**src/sv/arc_pkg.sv**
```systemverilog
`timescale 1ns / 1ps
// Shared constants, types and the square-root step for the repetition counter.
package arc_pkg;

	localparam int SAMPLE_BITS      = 16;
	localparam int FILTER_FRAC_BITS = 8;
	localparam int COUNT_BITS       = 16;

	localparam int FIELD_W  = 16;
	localparam int RAW_W    = FIELD_W + SAMPLE_BITS;
	localparam int AXIS_BITS = SAMPLE_BITS + FILTER_FRAC_BITS;
	localparam int MAG_FRAC = (AXIS_BITS > 31) ? (31 - SAMPLE_BITS) : FILTER_FRAC_BITS;
	localparam int MAG_DROP = FILTER_FRAC_BITS - MAG_FRAC;
	localparam int A_W      = AXIS_BITS - MAG_DROP;
	localparam int SQ_W     = 2 * A_W;
	localparam int SUM_W    = SQ_W + 2;

	// root unit: two root bits per cycle
	localparam int SQRT_CYC   = (A_W + 2) / 2;
	localparam int RT_W       = 2 * SQRT_CYC;
	localparam int RAD_W      = 2 * RT_W;
	localparam int REM_W      = RT_W + 2;
	localparam int SQRT_CNT_W = $clog2(SQRT_CYC);
	localparam int MAGF_W     = RT_W - MAG_FRAC;
	localparam int CMP_W      = MAGF_W + FIELD_W;
	localparam int CNT_EXT_W  = COUNT_BITS + FIELD_W;

	localparam int GAIN_W    = 9;
	localparam int GAIN_FRAC = 8;
	localparam int GAIN_ONE  = 256;
	localparam int PROD_W    = AXIS_BITS + 1 + GAIN_W + 1;

	localparam int CFG_IDX_W  = 3;
	localparam int CFG_DATA_W = 16;

	typedef enum logic [CFG_IDX_W-1:0] {
		REG_GAIN       = 3'd0,
		REG_LIFT       = 3'd1,
		REG_LOWER      = 3'd2,
		REG_REST_LOW   = 3'd3,
		REG_REST_HIGH  = 3'd4
	} cfg_reg_t;

	typedef enum logic [1:0] {
		PH_IDLE  = 2'd0,
		PH_LIFT  = 2'd1,
		PH_LOWER = 2'd2
	} phase_t;

	typedef struct packed {
		logic load;    // new sample accepted
		logic first;   // first sample since reset: load filter directly
		logic square;  // register the squared filter value
	} lane_ctrl_t;

	typedef struct packed {
		logic [REM_W-1:0] rem;
		logic [RT_W-1:0]  root;
	} sqrt_acc_t;

	// one restoring digit of the integer square root
	function automatic sqrt_acc_t sqrt_step(sqrt_acc_t acc, logic [1:0] bits);
		logic [REM_W-1:0] cur;
		logic [REM_W-1:0] trial;
		sqrt_acc_t        res;
		cur   = {acc.rem[REM_W-3:0], bits};
		trial = {acc.root, 2'b01};
		if (cur >= trial) begin
			res.rem  = cur - trial;
			res.root = {acc.root[RT_W-2:0], 1'b1};
		end else begin
			res.rem  = cur;
			res.root = {acc.root[RT_W-2:0], 1'b0};
		end
		return res;
	endfunction

endpackage

```
**src/sv/arc_lane.sv**
```systemverilog
`timescale 1ns / 1ps
// One axis lane: low-pass filter register and squared magnitude.
module arc_lane (
	input  logic                       clk,
	input  logic                       arst_n,
	input  arc_pkg::lane_ctrl_t        ctrl,
	input  logic [arc_pkg::GAIN_W-1:0] gain,
	input  logic [arc_pkg::FIELD_W-1:0] sample,
	output logic [arc_pkg::SQ_W-1:0]   sq_s1
);
	import arc_pkg::*;

	logic        [RAW_W-1:0]       raw;
	logic signed [SAMPLE_BITS-1:0] smp;
	logic signed [AXIS_BITS-1:0]   ext;
	logic signed [AXIS_BITS-1:0]   f_q;
	logic signed [AXIS_BITS:0]     diff;
	logic signed [GAIN_W:0]        gain_s;
	logic signed [PROD_W-1:0]      prod;
	logic signed [PROD_W-1:0]      rnd;
	logic signed [PROD_W-1:0]      shr;
	logic signed [AXIS_BITS:0]     upd;
	logic signed [AXIS_BITS:0]     f_sum;
	logic signed [AXIS_BITS-1:0]   a_full;
	logic signed [AXIS_BITS-1:0]   a_neg;
	logic        [A_W-1:0]         a_abs;

	assign raw    = RAW_W'(sample);
	assign smp    = $signed(raw[SAMPLE_BITS-1:0]);
	assign ext    = AXIS_BITS'(smp) <<< FILTER_FRAC_BITS;
	assign diff   = (AXIS_BITS+1)'(ext) - (AXIS_BITS+1)'(f_q);
	assign gain_s = $signed({1'b0, gain});
	assign prod   = diff * gain_s;
	// round half up before dropping the gain fraction
	assign rnd    = prod + $signed(PROD_W'(GAIN_ONE / 2));
	assign shr    = rnd >>> GAIN_FRAC;
	assign upd    = shr[AXIS_BITS:0];
	assign f_sum  = (AXIS_BITS+1)'(f_q) + upd;

	always_ff @(posedge clk or negedge arst_n) begin
		if (!arst_n) begin
			f_q <= '0;
		end else if (ctrl.load) begin
			if (ctrl.first) begin
				f_q <= ext;
			end else begin
				f_q <= f_sum[AXIS_BITS-1:0];
			end
		end
	end

	assign a_full = f_q >>> MAG_DROP;
	assign a_neg  = -a_full;
	assign a_abs  = a_full[AXIS_BITS-1] ? a_neg[A_W-1:0] : a_full[A_W-1:0];

	always_ff @(posedge clk) begin
		if (ctrl.square) begin
			sq_s1 <= a_abs * a_abs;
		end
	end

endmodule

```
**config.mk**
```make
export PLATFORM = sky130hd
export DESIGN_NAME = arc_lane
export DESIGN_NICKNAME = d
export VERILOG_FILES = /design/src/sv/arc_pkg.sv /design/src/sv/arc_lane.sv
export SDC_FILE = /design/constraint.sdc
export NUM_CORES = 2
export LEC_CHECK = 0
export BUFFER_PORTS_ARGS = -buffer_cell sky130_fd_sc_hd__buf_2
export CAP_MARGIN = 10
export CORE_MARGIN = 2
export CORE_UTILIZATION = 44
export DETAILED_ROUTE_END_ITERATION = 8
export PLACE_DENSITY = 0.71
export RECOVER_POWER = 100
export SETUP_SLACK_MARGIN = 0.05
export SKIP_CTS_REPAIR_TIMING = 1
export SYNTH_ARGS = -nofsm -noshare
export SYNTH_HDL_FRONTEND = slang
export SYNTH_SLANG_ARGS = --single-unit
```
**constraint.sdc**
```tcl
create_clock -name clk -period 10.8 [get_ports clk]
set_input_delay 2.16 -clock clk [delete_from_list [all_inputs] [get_ports clk]]
set_output_delay 2.16 -clock clk [all_outputs]
set_load 0.01 [all_outputs]
```
=== After elaboration in Yosys (flattened, before gate mapping) ===
Index checks and enable logic that the tools add are counted.
Widths: inputs -> output; s select.

* Register bits after elaboration: 72
* Bits of input ports: 30
* Output and inout bits: 48
* Logic and storage cells: 10

* Add/subtract/negate cells: 4
* Multipliers: 2
* Muxes and demuxes: 2

{| class="wikitable"
|+ Operators by type and width
! kind !! count
|-
| $mul 24x24->48 || 1
|-
| $mux 24 || 2
|-
| $add 32x9->32 const B || 1
|-
| $mul 25x10->32 || 1
|-
| $sub 24x24->25 || 1
|-
| $add 24x24->24 || 1
|-
| $neg 24->24 || 1
|}

=== Longest topological paths before layout ===
* Word-level depth: 5
* Mapped depth: 39
* Mapped depth without buffers: 38

=== Worst setup path before layout ===
No wires, ideal clock.

* Path kind: input-to-reg
* From: input port sample[1] in the netlist's numbering
* To: register f_q[23] (netlist: a_full[23])
* Library setup time: 0.124 ns
* Arrival: 9.774 ns
* Data required time: 10.676 ns
* Slack: 0.902 ns
* Stages: 35
* Path buffers: 0
* Cells stage by stage: ha_1 a21oi_1 nor2_1 or3_1 a21oi_1 xnor2_1 nand2_1 fa_1 fa_1 inv_1 fa_1 fa_1 inv_1 fa_1 inv_1 ha_1 and3_1 a221oi_1 o21a_1 a21oi_1 and2_1 o21a_1 o21a_1 nor2_1 xnor2_1 ha_1 a21o_1 a21o_1 a21oi_1 o21ai_0 a21oi_1 o21bai_1 a31oi_1 xnor3_1 a211o_1

* Longest elaborated chain between the ends: 5

{| class="wikitable"
|+ RTL lines
! what !! RTL line !! text
|-
| start, declared || arc_lane.sv:8 || <nowiki>input logic [arc_pkg::FIELD_W-1:0] sample,</nowiki>
|-
| $sub 24x24->25 || arc_lane.sv:31 || <nowiki>assign diff = (AXIS_BITS+1)'(ext) - (AXIS_BITS+1)'(f_q);</nowiki>
|-
| $mul 25x10->32 || arc_lane.sv:33 || <nowiki>assign prod = diff * gain_s;</nowiki>
|-
| $add 32x9->32 || arc_lane.sv:35 || <nowiki>assign rnd = prod + $signed(PROD_W'(GAIN_ONE / 2));</nowiki>
|-
| $add 24x24->24 || arc_lane.sv:38 || <nowiki>assign f_sum = (AXIS_BITS+1)'(f_q) + upd;</nowiki>
|-
| $mux 24 || arc_lane.sv:44 || <nowiki>if (ctrl.first) begin</nowiki>
|-
| end signal, assigned || arc_lane.sv:45 || <nowiki>f_q <= ext;</nowiki>
|-
| end signal, assigned || arc_lane.sv:47 || <nowiki>f_q <= f_sum[AXIS_BITS-1:0];</nowiki>
|-
| end, declared || arc_lane.sv:16 || <nowiki>logic signed [AXIS_BITS-1:0] f_q;</nowiki>
|}

Every way passes these cells.
A chain may end at the register's enable or synchronous reset.

=== Worst setup path after layout ===
* From: input port sample[3] in the netlist's numbering
* To: register f_q[23] (netlist: a_full[23])

The elaborated chain is that of the path after synthesis.

==> impl_metrics.tcl <==
set metrics [dict create \
    status "finished with violations" \
    violations "max-capacitance violations, max-slew violations" \
    yosys-top-cells-area "fa_1 43%, ha_1 14%, inv_1 10%, edfxtp_1 5.1%, nand2_1 3.8%" \
    clkLatencyLatePin_ns 0.39 \
    dr_wl_met2_microns 32760 \
    syn2layout_area_growth_pct 6.700 \
    finalHoldViolCount 0 \
    coreArea_sq_um 62740 \
    rows 92 \
    setup_tns_ns 0 \
    synth_area_leader_cell "fa_1" \
    top_layer "met5" \
    synth.ff_latch_count 71 \
    dp_hpwl_microns 57510 \
    critical-path-max-stage-delay_ns 0.53 \
    antenna_left 0 \
    synth_area_sq_um 27810 \
    arrival_ns 10.48 \
    path_common_cell "fa_1" \
    cts.sinks 71 \
    start_kind "primary input" \
    yosys_warnings 0 \
    grt_max_degree 48 \
    cts-buffers-inserted 9 \
    cts_buffer_depth 2 \
    fmax_mhz 98.02 \
    placed_area_sq_um 29430 \
    vias 20390 \
    synthCells 3056 \
    grt_overflow 0 \
    route.detailed.drc 0 \
    fin_ws_ns 0.5984 \
    die_w_microns 255.4 \
    preCtsSetupSlack_ns 0.02978 \
    antenna_found_initial 3 \
    place_inst 3974 \
    rsz0062_at_grt "no" \
    drt_iter0_markers 1314 \
    grt_pass1_vias 22040 \
    finalNonFillerCells 3990 \
    synth_top_area_frac 0.4291 \
    criticalPathCategory "primary input to flip-flop" \
    htreeDepth 3 \
    dieArea_sq_um 65230 \
    tightest_slew_ns 2.905 \
    crit_path_end_kind "flip-flop" \
    portBuffers 76 \
    timing.final.crit_share 0.9446 \
    start_util 0.4433 \
    synth_most_common_cell "inv_1" \
    met1_length_microns 28610 \
    required_ns 11.07 \
    finalInstanceArea_sq_um 29670 \
    ys_seq_area_frac 0.07235 \
    die_h_microns 255.4 \
    slew_violations 48 \
    clk_pin_slew_ns 0.07 \
    synth_edf_count 47 \
    finalNetCount 4068 \
    grt_use_total 0.2182 \
    ys.flop_type "edfxtp_1" \
    avgSynthCellArea_sq_um 9.099 \
    synth_cell_types 81 \
    ys_top_cells_by_count "760 x inv_1, 596 x fa_1, 303 x ha_1, 284 x nand2_1, 243 x nor2_1" \
    async_flop_share 0.3380 \
    fin_skew_ns 0.01224 \
    worstHoldPathType "flip-flop to flip-flop" \
    final-setup-viol-count 0 \
    grt_first_pass_wirelength_microns 113700 \
    drtPass1Iterations 7 \
    slew_headroom -0.9365 \
    finalWeightedCongestion 0.9332 \
    totalWireLength_microns 67850 \
    vias_per_cell 5.109 \
    cp_slowest_cell "fa_1" \
    period_needed_ns 10.20 \
    cts_tree "built" \
    wl_per_cell_microns 17.01 \
    insertedDiodeCount 0 \
    met3WireLength_microns 4487 \
    ctsRootBufferMaster "clkbuf_16" \
    boundaryPins 78 \
    cp_max_fo 4 \
    maxCapViolations 1 \
    drive_gt1_frac 0.04071 \
]
cell usage in the layout (no fill, tap or decap), types with 13 or more instances in the layout:
cell      instances
edfxtp_1         47
buf_2            27
conb_1           18
nor3_1           26
o21ai_0          77
xnor2_1          94
nor2b_1          13
xor2_1           28
nand3_1          18
buf_4            48
o21bai_1         13
clkbuf_1         56
and2_1          109
fa_1            596
a21o_1           38
a211oi_1         13
ha_1            303
a21oi_1          94
nor2_1          243
nand2_1         284
o21a_1           16
dfrtp_1          24
inv_1           761
registers in the layout, indices dropped and copies added, names as in the netlist:
register  flops
a_full       24
sq_s1        47
per-stage QoR:
stage	utilization	hold WS [ns]
2_1_floorplan	-	0.5263
3_3_place_gp	0.4692	0.5872
3_5_place_dp	0.4692	0.6162
4_1_cts	0.4738	0.6202
5_1_grt	0.4730	0.6657
6_report	0.4730	0.6210
logic make-up after synthesis:
| family | Yosys count | share of synthesized area |
|---|---|---|
| compound gates | 337 | 0.07771 |
| xor+xnor | 130 | 0.04252 |
| fa+ha+maj | 899 | 0.5654 |
| buf+inv | 847 | 0.1146 |
| flops | 71 | 0.07235 |
| mux | 4 | 0.001485 |
| other cells | 2 | 0.0002701 |
| simple gates | 766 | 0.1257 |
path summary, 6_finish.rpt:
kind | start | end | slack [ns] | cells after the start
setup / recovery | sample[3] | a_full[23] | 0.60 | 38
hold / removal | a_full[12] | a_full[12] | 0.62 | 2
setup reg to reg | a_full[1] | sq_s1[31] | 0.62 | 33
hold reg to reg | a_full[12] | a_full[12] | 0.62 | 2
max in group asynchronous | arst_n | a_full[16] | 7.87 | 1
min in group asynchronous | arst_n | a_full[3] | 2.09 | 1
area by class of cell:
cell class / count / area (sq um)
clock buffer: 14 / 275.3
clock inverter: 2 / 13.76
fill: 5896 / 33060
inverter: 775 / 2909
multi-input combinational: 2154 / 22710
sequential: 71 / 2012
tap: 846 / 1059
timing repair buffer: 128 / 694.4
critical path, delay by kind of cell:
family | cells | cell delay, ns
adder cells (fa/ha/maj) | 8 | 3.38
AO/OA/AOI/OAI | 16 | 2.82
AND/OR/NAND/NOR | 6 | 0.97
XOR/XNOR | 3 | 0.74
buffers and inverters | 5 | 0.43
routing by layer:
layer,vias to the layer above,GRT usage
met4,6,0.06503
li1,9439,-
met3,143,0.03006
met5,-,0
met1,10140,0.2859
met2,658,0.3758
Power is not shown: default switching activity piles up to over one toggle a cycle in this logic, so the estimate is an artifact.
