===== src/sv/arc_pkg.sv =====
`timescale 1ns / 1ps
// Shared constants, types and the square-root step for the repetition counter.
package arc_pkg;

	localparam int SAMPLE_BITS      = 16;
	localparam int FILTER_FRAC_BITS = 8;
	localparam int COUNT_BITS       = 16;

	localparam int FIELD_W  = 16;
	localparam int RAW_W    = FIELD_W + SAMPLE_BITS;
	localparam int AXIS_BITS = SAMPLE_BITS + FILTER_FRAC_BITS;
	localparam int MAG_FRAC = (AXIS_BITS > 31) ? (31 - SAMPLE_BITS) : FILTER_FRAC_BITS;
	localparam int MAG_DROP = FILTER_FRAC_BITS - MAG_FRAC;
	localparam int A_W      = AXIS_BITS - MAG_DROP;
	localparam int SQ_W     = 2 * A_W;
	localparam int SUM_W    = SQ_W + 2;

	// root unit: two root bits per cycle
	localparam int SQRT_CYC   = (A_W + 2) / 2;
	localparam int RT_W       = 2 * SQRT_CYC;
	localparam int RAD_W      = 2 * RT_W;
	localparam int REM_W      = RT_W + 2;
	localparam int SQRT_CNT_W = $clog2(SQRT_CYC);
	localparam int MAGF_W     = RT_W - MAG_FRAC;
	localparam int CMP_W      = MAGF_W + FIELD_W;
	localparam int CNT_EXT_W  = COUNT_BITS + FIELD_W;

	localparam int GAIN_W    = 9;
	localparam int GAIN_FRAC = 8;
	localparam int GAIN_ONE  = 256;
	localparam int PROD_W    = AXIS_BITS + 1 + GAIN_W + 1;

	localparam int CFG_IDX_W  = 3;
	localparam int CFG_DATA_W = 16;

	typedef enum logic [CFG_IDX_W-1:0] {
		REG_GAIN       = 3'd0,
		REG_LIFT       = 3'd1,
		REG_LOWER      = 3'd2,
		REG_REST_LOW   = 3'd3,
		REG_REST_HIGH  = 3'd4
	} cfg_reg_t;

	typedef enum logic [1:0] {
		PH_IDLE  = 2'd0,
		PH_LIFT  = 2'd1,
		PH_LOWER = 2'd2
	} phase_t;

	typedef struct packed {
		logic load;    // new sample accepted
		logic first;   // first sample since reset: load filter directly
		logic square;  // register the squared filter value
	} lane_ctrl_t;

	typedef struct packed {
		logic [REM_W-1:0] rem;
		logic [RT_W-1:0]  root;
	} sqrt_acc_t;

	// one restoring digit of the integer square root
	function automatic sqrt_acc_t sqrt_step(sqrt_acc_t acc, logic [1:0] bits);
		logic [REM_W-1:0] cur;
		logic [REM_W-1:0] trial;
		sqrt_acc_t        res;
		cur   = {acc.rem[REM_W-3:0], bits};
		trial = {acc.root, 2'b01};
		if (cur >= trial) begin
			res.rem  = cur - trial;
			res.root = {acc.root[RT_W-2:0], 1'b1};
		end else begin
			res.rem  = cur;
			res.root = {acc.root[RT_W-2:0], 1'b0};
		end
		return res;
	endfunction

endpackage


===== src/sv/arc_sqrt.sv =====
`timescale 1ns / 1ps
// Iterative integer square root, two root bits per cycle.
module arc_sqrt (
	input  logic                      clk,
	input  logic                      arst_n,
	input  logic                      start,
	input  logic [arc_pkg::RAD_W-1:0] radicand,
	output logic                      done,
	output logic [arc_pkg::RT_W-1:0]  root
);
	import arc_pkg::*;

	logic [RAD_W-1:0]      rad_q;
	logic [SQRT_CNT_W-1:0] cnt_q;
	logic                  busy_q;
	logic                  done_q;
	sqrt_acc_t             acc_q;
	sqrt_acc_t             acc_mid;
	sqrt_acc_t             acc_nx;

	assign acc_mid = sqrt_step(acc_q, rad_q[RAD_W-1 -: 2]);
	assign acc_nx  = sqrt_step(acc_mid, rad_q[RAD_W-3 -: 2]);

	always_ff @(posedge clk or negedge arst_n) begin
		if (!arst_n) begin
			busy_q <= 1'b0;
			done_q <= 1'b0;
			cnt_q  <= '0;
		end else begin
			done_q <= 1'b0;
			if (start) begin
				busy_q <= 1'b1;
				cnt_q  <= SQRT_CNT_W'(SQRT_CYC - 1);
			end else if (busy_q) begin
				cnt_q <= cnt_q - 1'b1;
				if (cnt_q == '0) begin
					busy_q <= 1'b0;
					done_q <= 1'b1;
				end
			end
		end
	end

	always_ff @(posedge clk) begin
		if (start) begin
			rad_q <= radicand;
			acc_q <= '0;
		end else if (busy_q) begin
			rad_q <= {rad_q[RAD_W-5:0], 4'b0000};
			acc_q <= acc_nx;
		end
	end

	assign done = done_q;
	assign root = acc_q.root;

endmodule


===== config.mk =====
export PLATFORM = sky130hd
export DESIGN_NAME = arc_sqrt
export DESIGN_NICKNAME = d
export VERILOG_FILES = /design/src/sv/arc_pkg.sv /design/src/sv/arc_sqrt.sv
export SDC_FILE = /design/constraint.sdc
export NUM_CORES = 1
export LEC_CHECK = 0
export ABC_AREA = 1
export BUFFER_PORTS_ARGS = -buffer_cell sky130_fd_sc_hd__buf_4
export CORE_UTILIZATION = 41
export CTS_CLUSTER_SIZE = 16
export DETAILED_ROUTE_END_ITERATION = 6
export GPL_ROUTABILITY_DRIVEN = 0
export PLACE_DENSITY = 0.68
export SLEW_MARGIN = 20
export SYNTH_ARGS = -nofsm -noshare
export SYNTH_HDL_FRONTEND = slang
export SYNTH_SLANG_ARGS = --single-unit
export TNS_END_PERCENT = 100

===== constraint.sdc =====
create_clock -name clk -period 4.1 [get_ports clk]
set_input_delay 0.82 -clock clk [delete_from_list [all_inputs] [get_ports clk]]
set_output_delay 0.82 -clock clk [all_outputs]
set_load 0.03 [all_outputs]

; Word level (Yosys, flattened, before mapping)
; Cells that the tools add are included.
[op_classes]
eq_ne = 0
reduce_logical = 2
n_addsub = 3
n_mux = 12
n_div = 0
n_lt_le_gt_ge = 2
bitwise_logic = 0
shift = 0
multipliers = 0
[ops]
columns = cell, count
row1 = 52-bit 2-to-1 mux, 4
row2 = 28-bit >= comparator, 2
row3 = 26-bit subtractor, 2
row4 = 4-bit 2-to-1 mux, 2
row5 = 1-bit 2-to-1 mux, 6
row6 = 4-bit zero test, 1
row7 = 4-bit by 1-bit subtractor with 4-bit output (second input constant), 1
row8 = 2-bit nonzero test, 1
[totals]
latchBits = 0
out_inout_bits = 27
regBits = 110
mem_bits_ro = 0
mem_count = 0
mem_bits_rw = 0

; Logic depth before layout (Yosys ltp)
[depth]
word_depth = 4
depth_mapped = 32
depth_no_buf = 32

; Worst setup path before layout
; OpenSTA, ideal clock, no wires.
[synth_path]
path_type = register to register
start = register acc_q (netlist bit root[2])
end = register acc_q[39] in the netlist's numbering
stages_incl_launch_ff = 23
n_path_buf = 1
slack_ns = 0.169
synth_period_minus_slack_ns = 3.931
required_time_ns = 4.040
t_arrival_ns = 3.871
cell_sequence = dfxtp_1 > inv_1 > ha_1 > a21o_1 > a21oi_1 > o21ai_0 > nand3_1 > nand3_1 > a21oi_1 > o21bai_1 > or2_2 > nand3_1 > nand2_1 > ha_1 > nand2_1 > nor3_1 > nand2_1 > nor3_1 > nand2_4 > a21oi_4 > buf_6 > nand2_2 > nand3_2
[synth_via]
elab_chain_cells = 4
[synth_rtl]
columns = element, line
row1 = start: declaration, arc_sqrt.sv:17  ; sqrt_acc_t acc_q;
row2 = start signal: assignment, arc_sqrt.sv:50  ; acc_q <= acc_nx;
row3 = 26-bit subtractor / 28-bit >= comparator (equally long branches), "arc_pkg.sv:69, arc_pkg.sv:68"
row4 = 52-bit 2-to-1 mux *, arc_pkg.sv:68  ; if (cur >= trial) begin
row5 = 26-bit subtractor / 28-bit >= comparator (equally long branches), "arc_pkg.sv:69, arc_pkg.sv:68"
row6 = 52-bit 2-to-1 mux *, arc_pkg.sv:68
; Every way passes the cells marked *; elsewhere a longest branch is shown, timed or not.
; A chain may end at the register's enable or synchronous reset.

; Final worst setup path
[layout_path]
start = register acc_q (netlist bit root[21])
end = register acc_q[47] in the netlist's numbering
[layout_via]
elab_chain_cells = 4
[layout_rtl]
columns = element, line
row1 = 28-bit >= comparator / 26-bit subtractor (equally long branches), "arc_pkg.sv:68, arc_pkg.sv:69"
row2 = 52-bit 2-to-1 mux *, arc_pkg.sv:68
row3 = 26-bit subtractor / 28-bit >= comparator (equally long branches), "arc_pkg.sv:69, arc_pkg.sv:68"
row4 = 52-bit 2-to-1 mux *, arc_pkg.sv:68
; Marked as above.

==> run_results.csv <==
group,metric,value,unit
outcome,run_status,"completed",
clocking,cts_tree,"yes",
floorplan,core,0.01896,mm2
drt,drc,0,
critical_path,critical_path.endpoint_type,"flip-flop",
yosys,netlist_area,0.008028,mm2
global_routing,grtUsageTotal,24.08,%
clocking,clk_latency,0.38,ns
global_routing,grt_start_max_net_pins,57,
critical_path,r2r-start,"root[21]$_SDFFE_PP0P_",
job,drv_cap,0,
timing,finalHoldViolCount,0,
floorplan,die_h,141.9,um
layout,layout-drive-gt1-share,29.22,%
clocking,htree_levels,3,
critical_path,regToRegEndpoint,"acc_q[47]$_SDFFE_PP0P_",
floorplan,fp.dieW,141.9,um
placement,hpwl,18460,um
timing,min_period,3.933,ns
layout,seqCellArea,0.002753,mm2
layout,antenna_cells,0,
critical_path,r2r_cells,24,
critical_path,cp.arrival,4.20,ns
global_routing,grt_pass1_vias,7759,
yosys,synth_fp_nets,1237,
timing,fmax,254.3,MHz
min_path,hold_class,"input port to asynchronous set/reset pin",
clocking,cts_buffers,9,
drt,wirelength,24300,um
timing,tightestPinTransition,0.6807,ns
clocking,clk_pin_slew,0.08,ns
floorplan,rows,50,
layout,nNetsFinal,1411,
critical_path,worstSetupPathType,"flip-flop to flip-flop",
drt,viasPerCell,5.191,
critical_path,r2r_setup_slack,0.17,ns
floorplan,io_pins,82,
yosys,syn-mean-instance-area,7.136,um2
yosys,synthDistinctLibCells,45,
floorplan,start_util,42.35,%
yosys,ys_seq_area_share,34.29,%
clocking,ctsHoldBuffers,0,
clocking,clockBufferDepth,2,
floorplan,dieArea,0.02014,mm2
layout,fillers,1772,
timing,holdWs,0.2397,ns
drt,wl_per_cell,15.53,um
clocking,cts.sinks,110,
global_routing,grt-ovfl-total,0,
timing,skew,0.02247,ns
timing,drv_slew,0,
layout,multi_input_area,0.005040,mm2
drt,drtIter0Drc,495,
timing,worst_slew_margin_rel,54.56,%
drt,dr.pass1.iters,5,
global_routing,antenna_found_initial,0,
timing,setup_viol,0,
drt,num_vias,8118,
clocking,cts-root-buf,"clkbuf_16",
placement,portBuffers,81,
layout,area_growth,31.48,%
yosys,synth-seq-cells,110,
global_routing,grt_pass1_wl,37920,um
timing,timing.final.crit_share,95.92,%
drt,drtAntennaViolNets,0,
yosys,synthCells,1125,
critical_path,cp.required,4.37,ns
critical_path,start_kind,"flip-flop",
yosys,ys_warn_count,0,
critical_path,crit_fanout,13,
## registers in the layout, summed over array words and instances, names as in the netlist
signal  cells
root       26
rad_q      52
busy_q      1
cnt_q       4
done        1
acc_q      26
## placed cells by master (no fill, tap or decap), types with 6 or more instances in the layout
| cell | instances |
|---|---|
| xnor2_1 | 13 |
| nor2_2 | 9 |
| nor2_4 | 6 |
| nor3_1 | 7 |
| xor2_1 | 14 |
| nor2_1 | 47 |
| or2_2 | 8 |
| buf_4 | 210 |
| nand4_1 | 7 |
| a21oi_2 | 26 |
| dfrtp_1 | 6 |
| inv_1 | 115 |
| dfxtp_1 | 52 |
| o22ai_1 | 26 |
| o21ai_1 | 12 |
| a21o_1 | 6 |
| ha_1 | 33 |
| edfxtp_1 | 52 |
| nand3_1 | 65 |
| ha_2 | 6 |
| o21ai_0 | 37 |
| clkbuf_16 | 10 |
| nand3_2 | 15 |
| a21oi_1 | 39 |
| ha_4 | 18 |
| nand2_1 | 363 |
| nand2_2 | 31 |
## routing by layer
layer	vias up	track usage [%]	part of all wire (%)
li1	4052	-	-
met1	3752	30.32	43
met2	254	39.62	47
met3	60	4.624	5.9
met4	0	11.54	3.9
met5	-	0	0
## repair_timing
| action | in CTS | in global routing |
|---|---|---|
| pin swaps | 0 | 17 |
| buffers inserted | 0 | 3 |
| endpoints found under the setup margin | 27 | 27 |
| gates resized for setup | 8 | 110 |
| gates cloned | 0 | 1 |
| hold endpoints to repair | 0 | 0 |
## stage by stage
stage | worst slack, ns | utilization [%] | cell area [um2] | TNS [ns] | instances
detailed placement | -0.1585 | 51.06 | 9678 | -0.7148 | 1544
floorplan | 0.1686 | - | 8028 | 0 | 1125
CTS | 0.009980 | 52.73 | 9996 | 0 | 1560
finish | 0.1672 | 55.68 | 10560 | 0 | 1564
global route | -0.03223 | 55.68 | 10560 | -0.07035 | 1564
global placement | -0.08982 | 51.06 | 9678 | -0.1702 | 1544
## critical path, cell delays in order, from the launching register on
cell and delay (ns):
dfxtp_1 0.34, inv_1 0.06, ha_2 0.38, nand2_1 0.09, nor2_2 0.19, nand2_2 0.09
nor2_2 0.14, nand2_1 0.09, nand3_2 0.09, nor2_4 0.04, nand2_4 0.10, buf_8 0.15
buf_4 0.12, nor2_1 0.04, a31oi_1 0.32, ha_1 0.33, buf_4 0.16, a21oi_1 0.17
o21ai_0 0.17, a221oi_1 0.24, nand2_1 0.13, xnor2_1 0.18, nand2_1 0.07, nand2_1 0.07
nand2_1 0.04
## how the worst max path moves through the flow
stage	from	end	slack (ns)
global route	root[20]$_SDFFE_PP0P_	acc_q[37]$_SDFFE_PP0P_	-0.03
floorplan	root[2]$_SDFFE_PP0P_	acc_q[39]$_SDFFE_PP0P_	0.17
finish	root[21]$_SDFFE_PP0P_	acc_q[47]$_SDFFE_PP0P_	0.17
global placement	root[10]$_SDFFE_PP0P_	root[0]$_SDFFE_PP0P_	-0.09
detailed placement	root[10]$_SDFFE_PP0P_	root[0]$_SDFFE_PP0P_	-0.16
CTS	root[2]$_SDFFE_PP0P_	root[0]$_SDFFE_PP0P_	0.01
## synth_stat cells, drive strengths merged
| library cell | n | share of area, % |
|---|---|---|
| nand4 | 8 | 0.81 |
| o31a | 1 | 0.11 |
| o21bai | 5 | 0.47 |
| o211ai | 2 | 0.19 |
| nand2 | 399 | 20 |
| nor3 | 9 | 0.56 |
| edfxtp | 52 | 19 |
| nor4 | 6 | 0.47 |
| clkbuf | 21 | 0.98 |
| clkinv | 1 | 0.047 |
| and2 | 3 | 0.23 |
| o221ai | 1 | 0.11 |
| nor2 | 62 | 3.2 |
| o21ai | 53 | 3.4 |
| inv | 120 | 5.6 |
| dfrtp | 6 | 1.9 |
| xor2 | 14 | 1.5 |
| nand3b | 2 | 0.19 |
| a211oi | 5 | 0.47 |
| o31ai | 1 | 0.094 |
| nand3 | 80 | 5.7 |
| a21oi | 67 | 4.6 |
| o22ai | 26 | 2.0 |
| dfxtp | 52 | 13 |
| o21a | 3 | 0.28 |
| buf | 32 | 2.9 |
| or2 | 8 | 0.62 |
| ha | 57 | 8.9 |
| a221oi | 2 | 0.22 |
| a21o | 6 | 0.56 |
| xnor2 | 13 | 1.4 |
| a31oi | 8 | 0.62 |
## cell families (layout without fill, tap and decap cells)
| kind of cell | count (synthesis) | count (layout) | synth area share [%] |
|---|---|---|---|
| simple gates | 577 | 577 | 31.33 |
| fa+ha+maj | 57 | 57 | 8.884 |
| compound gates | 180 | 180 | 13.05 |
| buf+inv | 174 | 353 | 9.507 |
| xor+xnor | 27 | 27 | 2.946 |
| flops | 110 | 110 | 34.29 |
## area by class of cell
cell class	instances	area share, %
timing repair buffer	216	15.99
inverter	121	4.303
tap	260	3.082
clock buffer	9	2.134
clock inverter	7	0.6638
sequential	110	26.08
multi-input combinational	841	47.75
Power is not shown: default switching activity piles up to over one toggle a cycle in this logic, so the estimate is an artifact.
